## src/rtl/fgc_pkg.sv

```systemverilog
package fgc_pkg;

  // Cipher geometry
  localparam int unsigned WORD_W     = 32;
  localparam int unsigned NUM_ROUNDS = 32;
  localparam int unsigned NUM_KEYS   = 8;
  localparam int unsigned KEY_IDX_W  = 3;
  localparam int unsigned NIB_W      = 4;
  localparam int unsigned NUM_NIBS   = WORD_W / NIB_W;
  localparam int unsigned ROT_L      = 11;
  // Key order runs forward for this many 8-round passes on encrypt
  localparam int unsigned ENC_FWD_PASSES = 3;
  localparam int unsigned DEC_FWD_PASSES = 1;

  typedef logic [WORD_W-1:0]                word_t;
  typedef logic [KEY_IDX_W-1:0]             key_idx_t;
  typedef logic [NIB_W-1:0]                 nib_t;
  typedef logic [NUM_KEYS-1:0][WORD_W-1:0]  key_bank_t;

  // One block in flight through the round pipeline
  typedef struct packed {
    logic  vld;
    logic  dec;
    word_t left;
    word_t right;
  } blk_t;

  // Substitution table: row n serves nibble n of the sum
  localparam nib_t SBOX [NUM_NIBS][16] = '{
    '{4'h0, 4'h1, 4'h2, 4'h3, 4'h4, 4'h5, 4'h6, 4'h7,
      4'h8, 4'h9, 4'hA, 4'hB, 4'hC, 4'hD, 4'hE, 4'hF},
    '{4'hF, 4'hE, 4'hD, 4'hC, 4'hB, 4'hA, 4'h9, 4'h8,
      4'h7, 4'h6, 4'h5, 4'h4, 4'h3, 4'h2, 4'h1, 4'h0},
    '{4'h0, 4'h8, 4'h1, 4'h9, 4'h2, 4'hA, 4'h3, 4'hB,
      4'h4, 4'hC, 4'h5, 4'hD, 4'h6, 4'hE, 4'h7, 4'hF},
    '{4'h0, 4'h1, 4'h2, 4'h3, 4'h4, 4'h5, 4'h6, 4'h7,
      4'hF, 4'hE, 4'hD, 4'hC, 4'hB, 4'hA, 4'h9, 4'h8},
    '{4'hF, 4'hE, 4'hD, 4'hC, 4'hB, 4'hA, 4'h9, 4'h8,
      4'h0, 4'h1, 4'h2, 4'h3, 4'h4, 4'h5, 4'h6, 4'h7},
    '{4'h1, 4'h3, 4'h5, 4'h7, 4'h9, 4'hB, 4'hD, 4'hF,
      4'h0, 4'h2, 4'h4, 4'h6, 4'h8, 4'hA, 4'hC, 4'hE},
    '{4'h6, 4'hA, 4'h0, 4'h4, 4'hB, 4'h1, 4'h5, 4'h9,
      4'hC, 4'h3, 4'h7, 4'hE, 4'h2, 4'h8, 4'hD, 4'hF},
    '{4'h0, 4'h1, 4'h9, 4'h2, 4'h8, 4'h3, 4'h7, 4'h4,
      4'h6, 4'h5, 4'hA, 4'hF, 4'hB, 4'hE, 4'hC, 4'hD}
  };

  // Key word used by a given round; evaluated at elaboration only
  function automatic key_idx_t round_key_idx(input int unsigned rnd, input logic dec);
    int unsigned pass_n;
    int unsigned pos;
    logic        fwd;
    pass_n = rnd >> KEY_IDX_W;
    pos    = rnd & (NUM_KEYS - 1);
    fwd    = dec ? (pass_n < DEC_FWD_PASSES) : (pass_n < ENC_FWD_PASSES);
    return fwd ? key_idx_t'(pos) : key_idx_t'(NUM_KEYS - 1 - pos);
  endfunction

  // Round function: add key, substitute nibbles, rotate left
  function automatic word_t round_fn(input word_t half, input word_t key);
    word_t sum;
    word_t sub;
    sum = half + key;
    for (int i = 0; i < NUM_NIBS; i++) begin
      sub[i*NIB_W +: NIB_W] = SBOX[i][sum[i*NIB_W +: NIB_W]];
    end
    return {sub[WORD_W-ROT_L-1:0], sub[WORD_W-1:WORD_W-ROT_L]};
  endfunction

endpackage

```

## src/rtl/fgc_keys.sv

```systemverilog
module fgc_keys (
  input  logic                         clk_i,
  input  logic                         rst_ni,
  input  logic                         cfg_we_i,
  input  fgc_pkg::key_idx_t            cfg_idx_i,
  input  fgc_pkg::word_t               cfg_wdata_i,
  output fgc_pkg::key_bank_t           keys_o
);
  import fgc_pkg::*;

  key_bank_t key_q, key_d;

  // Write decode
  always_comb begin
    key_d = key_q;
    if (cfg_we_i) begin
      key_d[cfg_idx_i] = cfg_wdata_i;
    end
  end

  always_ff @(posedge clk_i or negedge rst_ni) begin
    if (!rst_ni) begin
      key_q <= '0;
    end else begin
      key_q <= key_d;
    end
  end

  assign keys_o = key_q;

  // A write lands in the addressed key word
  a_key_write: assert property (@(posedge clk_i) disable iff (!rst_ni)
    cfg_we_i |=> key_q[$past(cfg_idx_i)] == $past(cfg_wdata_i))
    else $error("key word not updated by write");

  // Without a write the bank holds
  a_key_hold: assert property (@(posedge clk_i) disable iff (!rst_ni)
    !cfg_we_i |=> $stable(key_q))
    else $error("key bank changed without write");

endmodule

```

## src/rtl/fgc_round.sv

```systemverilog
module fgc_round (
  input  logic             clk_i,
  input  logic             rst_ni,
  input  fgc_pkg::blk_t    stage_i,
  input  fgc_pkg::word_t   key_i,
  output fgc_pkg::blk_t    stage_o
);
  import fgc_pkg::*;

  logic  vld_q;
  logic  dec_q;
  word_t left_q, left_d;
  word_t right_q, right_d;

  // One Feistel round, halves swapped
  always_comb begin
    left_d  = stage_i.right;
    right_d = round_fn(stage_i.right, key_i) ^ stage_i.left;
  end

  // Valid bit
  always_ff @(posedge clk_i or negedge rst_ni) begin
    if (!rst_ni) begin
      vld_q <= 1'b0;
    end else begin
      vld_q <= stage_i.vld;
    end
  end

  // Payload, no reset
  always_ff @(posedge clk_i) begin
    dec_q   <= stage_i.dec;
    left_q  <= left_d;
    right_q <= right_d;
  end

  assign stage_o = '{vld: vld_q, dec: dec_q, left: left_q, right: right_q};

endmodule

```

## src/rtl/feistel_64bit_block_cipher_unit.sv

```systemverilog
// A block accepted at a clock edge passes through one register stage per round (32 rounds)
//   and raises done_o as it leaves the last stage, where the result is taken.
// Throughput: one block per cycle; busy_o stays low and start_i is always taken.
// The result is presented for one cycle only; the receiver cannot stall.
// Reset: asynchronous, active low; clears all stage valid bits and the key words to 0.
module feistel_64bit_block_cipher_unit (
  input  logic                   clk_i,
  input  logic                   rst_ni,
  // configuration write port
  input  logic                   cfg_we_i,
  input  fgc_pkg::key_idx_t      cfg_idx_i,
  input  fgc_pkg::word_t         cfg_wdata_i,
  // command side
  input  logic                   start_i,
  output logic                   busy_o,
  input  logic                   action_i,
  input  fgc_pkg::word_t         left_half_in_i,
  input  fgc_pkg::word_t         right_half_in_i,
  // result side
  output logic                   done_o,
  output fgc_pkg::word_t         left_half_out_o,
  output fgc_pkg::word_t         right_half_out_o
);
  import fgc_pkg::*;

  key_bank_t keys;
  blk_t      stage_in  [NUM_ROUNDS];
  blk_t      stage_out [NUM_ROUNDS];
  word_t     rkey      [NUM_ROUNDS];

  // Key registers
  fgc_keys u_keys (
    .clk_i       (clk_i),
    .rst_ni      (rst_ni),
    .cfg_we_i    (cfg_we_i),
    .cfg_idx_i   (cfg_idx_i),
    .cfg_wdata_i (cfg_wdata_i),
    .keys_o      (keys)
  );

  // Fully pipelined, never busy
  assign busy_o = 1'b0;

  // Pipeline entry
  assign stage_in[0] = '{vld: start_i & ~busy_o, dec: action_i,
                         left: left_half_in_i, right: right_half_in_i};

  // Round stages with a fixed key schedule per stage
  for (genvar k = 0; k < NUM_ROUNDS; k++) begin : g_round
    localparam key_idx_t ENC_IDX = round_key_idx(k, 1'b0);
    localparam key_idx_t DEC_IDX = round_key_idx(k, 1'b1);

    if (k > 0) begin : g_chain
      assign stage_in[k] = stage_out[k-1];
    end

    assign rkey[k] = stage_in[k].dec ? keys[DEC_IDX] : keys[ENC_IDX];

    fgc_round u_round (
      .clk_i   (clk_i),
      .rst_ni  (rst_ni),
      .stage_i (stage_in[k]),
      .key_i   (rkey[k]),
      .stage_o (stage_out[k])
    );
  end

  // Output: undo the last swap
  assign done_o           = stage_out[NUM_ROUNDS-1].vld;
  assign left_half_out_o  = stage_out[NUM_ROUNDS-1].right;
  assign right_half_out_o = stage_out[NUM_ROUNDS-1].left;

  // Every result traces back to a start one latency earlier
  a_done_from_start: assert property (@(posedge clk_i) disable iff (!rst_ni)
    done_o |-> $past(start_i, NUM_ROUNDS))
    else $error("result without matching start");

  // Direction flag travels with its block
  a_dir_tracks: assert property (@(posedge clk_i) disable iff (!rst_ni)
    done_o |-> stage_out[NUM_ROUNDS-1].dec == $past(action_i, NUM_ROUNDS))
    else $error("direction flag mismatch at output");

  // A valid block moves one stage per cycle, never dropped
  for (genvar k = 0; k < NUM_ROUNDS - 1; k++) begin : g_chk
    a_vld_advance: assert property (@(posedge clk_i) disable iff (!rst_ni)
      stage_out[k].vld |=> stage_out[k+1].vld)
      else $error("transaction dropped in pipeline");
  end

endmodule
```

## config.mk

```make
export PLATFORM = sky130hd
export DESIGN_NAME = feistel_64bit_block_cipher_unit
export DESIGN_NICKNAME = d
export VERILOG_FILES = /design/src/rtl/fgc_pkg.sv /design/src/rtl/fgc_keys.sv /design/src/rtl/fgc_round.sv /design/src/rtl/feistel_64bit_block_cipher_unit.sv
export SDC_FILE = /design/constraint.sdc
export NUM_CORES = 2
export LEC_CHECK = 0
export BUFFER_PORTS_ARGS = -buffer_cell sky130_fd_sc_hd__clkbuf_2
export CORE_ASPECT_RATIO = 1.4
export CORE_MARGIN = 2
export CORE_UTILIZATION = 40
export CTS_CLUSTER_SIZE = 30
export DETAILED_ROUTE_END_ITERATION = 12
export HOLD_SLACK_MARGIN = 0.15
export PLACE_DENSITY = 0.67
export SLEW_MARGIN = 20
export SYNTH_ARGS = -nofsm -noshare
export SYNTH_HDL_FRONTEND = slang
export SYNTH_SLANG_ARGS = --single-unit
```

## constraint.sdc

```tcl
create_clock -name clk_i -period 8.1 [get_ports clk_i]
set_input_delay 0.405 -clock clk_i [delete_from_list [all_inputs] [get_ports clk_i]]
set_output_delay 0.405 -clock clk_i [all_outputs]
set_load 0.05 [all_outputs]
```

==> impl_metrics.env <==
export IMPL_io_pins=170
export IMPL_drc_errors=0
export IMPL_synthAdderAreaFrac_pct=11.38
export IMPL_cts_tree="yes"
export IMPL_grt_pass1_wl_mm=835.9
export IMPL_synth_compound_area_share_pct=15.89
export IMPL_wl_mm=635.3
export IMPL_synthArstFlopShare_pct=12.21
export IMPL_worstPathMaxFanout=9
export IMPL_required_ps=8960
export IMPL_ff2ff_path_depth=17
export IMPL_core_area_um2=310400
export IMPL_io_buffers=168
export IMPL_slew_violations=0
export IMPL_fmax_ghz=0.1699
export IMPL_routabilityCongestion=1.127
export IMPL_grt_use_total_pct=39.07
export IMPL_routedWlPerCell_um=36.44
export IMPL_utilization_pct=45.50
export IMPL_cts_root_buf="clkbuf_16"
export IMPL_path_common_cell="inv_1"
export IMPL_path_clk_slew_ps=70
export IMPL_synth_ff_type="dfxtp_1"
export IMPL_avgSynthCellArea_um2=10.08
export IMPL_fin_cells=17430
export IMPL_ys_warnings_count=0
export IMPL_crit_type="reg2reg"
export IMPL_status="finished clean"
export IMPL_fin_crit_ps=5886
export IMPL_drive_gt1_share_pct=12.43
export IMPL_row_count=242
export IMPL_grt_max_degree=123
export IMPL_critPathLaunch="u_keys.keys_o[33]"
export IMPL_num_vias=104300
export IMPL_first_global_vias=97050
export IMPL_dr_first_iter_drc_count=12240
export IMPL_synth_edff_count=0
export IMPL_start_util_pct=40.22
export IMPL_critPathSlowestCell="dfrtp_1"
export IMPL_cp_arrival_ps=6750
export IMPL_cts_made_buffers=234
export IMPL_synthesis_area_um2=124800
export IMPL_synth_seq_cells=2359
export IMPL_place_inst=16640
export IMPL_synth_simple_area_share_pct=8.587
export IMPL_clockBufferDepth=4
export IMPL_setup_viol=0
export IMPL_firstDrtPassIters=7
export IMPL_slowest_delay_ps=930
export IMPL_worstPathBufferInverterCount=3
export IMPL_synth_xor_xnor_area_share_pct=15.90
export IMPL_antenna_left=0
export IMPL_tightestPinTransition_ps=1344
export IMPL_vias_per_cell=5.984
export IMPL_yosysSeqAreaShare_pct=38.99
export IMPL_rr_startpoint="u_keys.keys_o[33]"
export IMPL_crit_chain="inv_1, buf_4, o21a_1, inv_1, ha_1, a21o_1, a21oi_1, o211ai_1, a41oi_1, o31ai_1, a2111oi_0, o211a_1, nor2_1, xnor2_1, o21ai_0, a221oi_1, xor2_1"
export IMPL_start_kind="register"
export IMPL_synth_cells=12390
export IMPL_area_growth_syn_to_layout_pct=13.13
export IMPL_synthMuxAreaShare_pct=7.463
export IMPL_dp_hpwl_mm=504.5
export IMPL_synth_cell_types=115
export IMPL_rsz0062_at_grt="no"
export IMPL_die_w_um=476.1
export IMPL_cts_htree_levels=4
export IMPL_crit_cells=17
export IMPL_final_cell_mix="dfxtp_1, xnor2_1, ha_1, a21oi_1, mux2_2"
export IMPL_path_delay_family="compound AO/OA/AOI/OAI gates"
export IMPL_drv_cap=0
export IMPL_antenna_found_initial=183
export IMPL_syn_nets=13590
export IMPL_die_h_um=664.9
export IMPL_worstHoldStart="right_half_in_i[16]"
export IMPL_insertion_delay_ps=990
export IMPL_die_area_um2=316600
export IMPL_fin_nets=14040
export IMPL_clock_sinks=2359
export IMPL_final_common_cell="dfxtp_1"
export IMPL_finalCritPeriodShare_pct=72.67
export IMPL_critical_path_endpoint_type="register"
export IMPL_grt_overflow_total=0
export IMPL_hold_class="in2reg"
export IMPL_min_path_cells=2
export IMPL_setup_tns_ps=0
export IMPL_clock_skew_ps=68.23
export IMPL_synth_top_family_by_area="XOR/XNOR gates"
export IMPL_hold_viol=0
export IMPL_slew_headroom_pct=9.728
==> per-layer routing <==
layer  up-vias  global-route usage (%)  part of all wire [%]
met5         -                 0.07580                 0.035
met4        32                   48.76                    15
met3      2436                   8.944                   8.2
met2      6348                   60.06                    44
met1     50090                   40.23                    33
li1      45400                       -                     -
==> sequential cells by signal, indices dropped and copies added, names as in the netlist <==
register / count
g_round.u_round.vld_q: 32
g_round.u_round.right_q: 1024
g_round.u_round.left_q: 1024
g_round.u_round.dec_q: 23
u_keys.keys_o: 256
==> timing repair <==
action	4_1_cts	5_1_grt
buffers inserted	0	0
setup endpoints to repair	0	0
resized for setup	0	0
hold buffers	98	1
endpoints found under the hold margin	261	4
==> cell usage after synthesis (134+ instances only) <==
library cell	number	share of area (%)
a21o_1	573	3.4
a21oi_1	908	3.6
clkbuf_1	210	0.63
dfrtp_1	288	5.8
dfxtp_1	2071	33
ha_1	1072	11
inv_1	377	1.1
mux2_2	749	6.8
nand2_1	569	1.7
nand3_1	197	0.79
nor2_1	530	1.6
nor3_1	156	0.63
o21a_1	134	0.81
o21ai_0	490	2.0
xnor2_1	1597	11
xor2_1	659	4.6
==> layout make-up <==
| cell class | count | area (µm²) |
|---|---|---|
| Multi-Input combinational cell | 9434 | 73960 |
| Sequential cell | 2359 | 48680 |
| Tap cell | 4148 | 5190 |
| Antenna cell | 261 | 653.1 |
| Timing Repair Buffer | 420 | 3020 |
| Clock buffer | 292 | 6564 |
| Clock inverter | 140 | 1717 |
| Inverter | 378 | 1419 |
| Fill cell | 29590 | 169200 |
==> kinds of logic after synthesis <==
family,Yosys count
AO/OA/AOI/OAI,3032
flip-flops,2359
XOR/XNOR,2261
AND/OR/NAND/NOR,2184
adder cells (fa/ha/maj),1119
multiplexers,837
buffers and inverters,592
other,1
==> metrics by stage <==
step	hold WS (ps)	area, µm²	worst slack, ps
3_5_place_dp	313.8	131200	2386
2_1_floorplan	109.4	124800	3377
5_1_grt	179.6	140800	2047
6_report	169.3	141200	2214
3_3_place_gp	313.1	131200	2390
4_1_cts	150.2	140500	2381
==> path summary, 6_finish.rpt <==
path | end | slack, ps
setup / recovery | g_round[17].u_round.right_q[4] | 2210
hold / removal | g_round[0].u_round.left_q[16] | 170
setup reg to reg | g_round[17].u_round.right_q[4] | 2210
hold reg to reg | g_round[5].u_round.dec_q | 330
max in group asynchronous | u_keys.keys_o[50] | 6010
min in group asynchronous | g_round[15].u_round.vld_q | 670
Power is left out: the tool's default activity adds up to more than one toggle a clock period on the data nets, which glitch-free logic cannot reach.
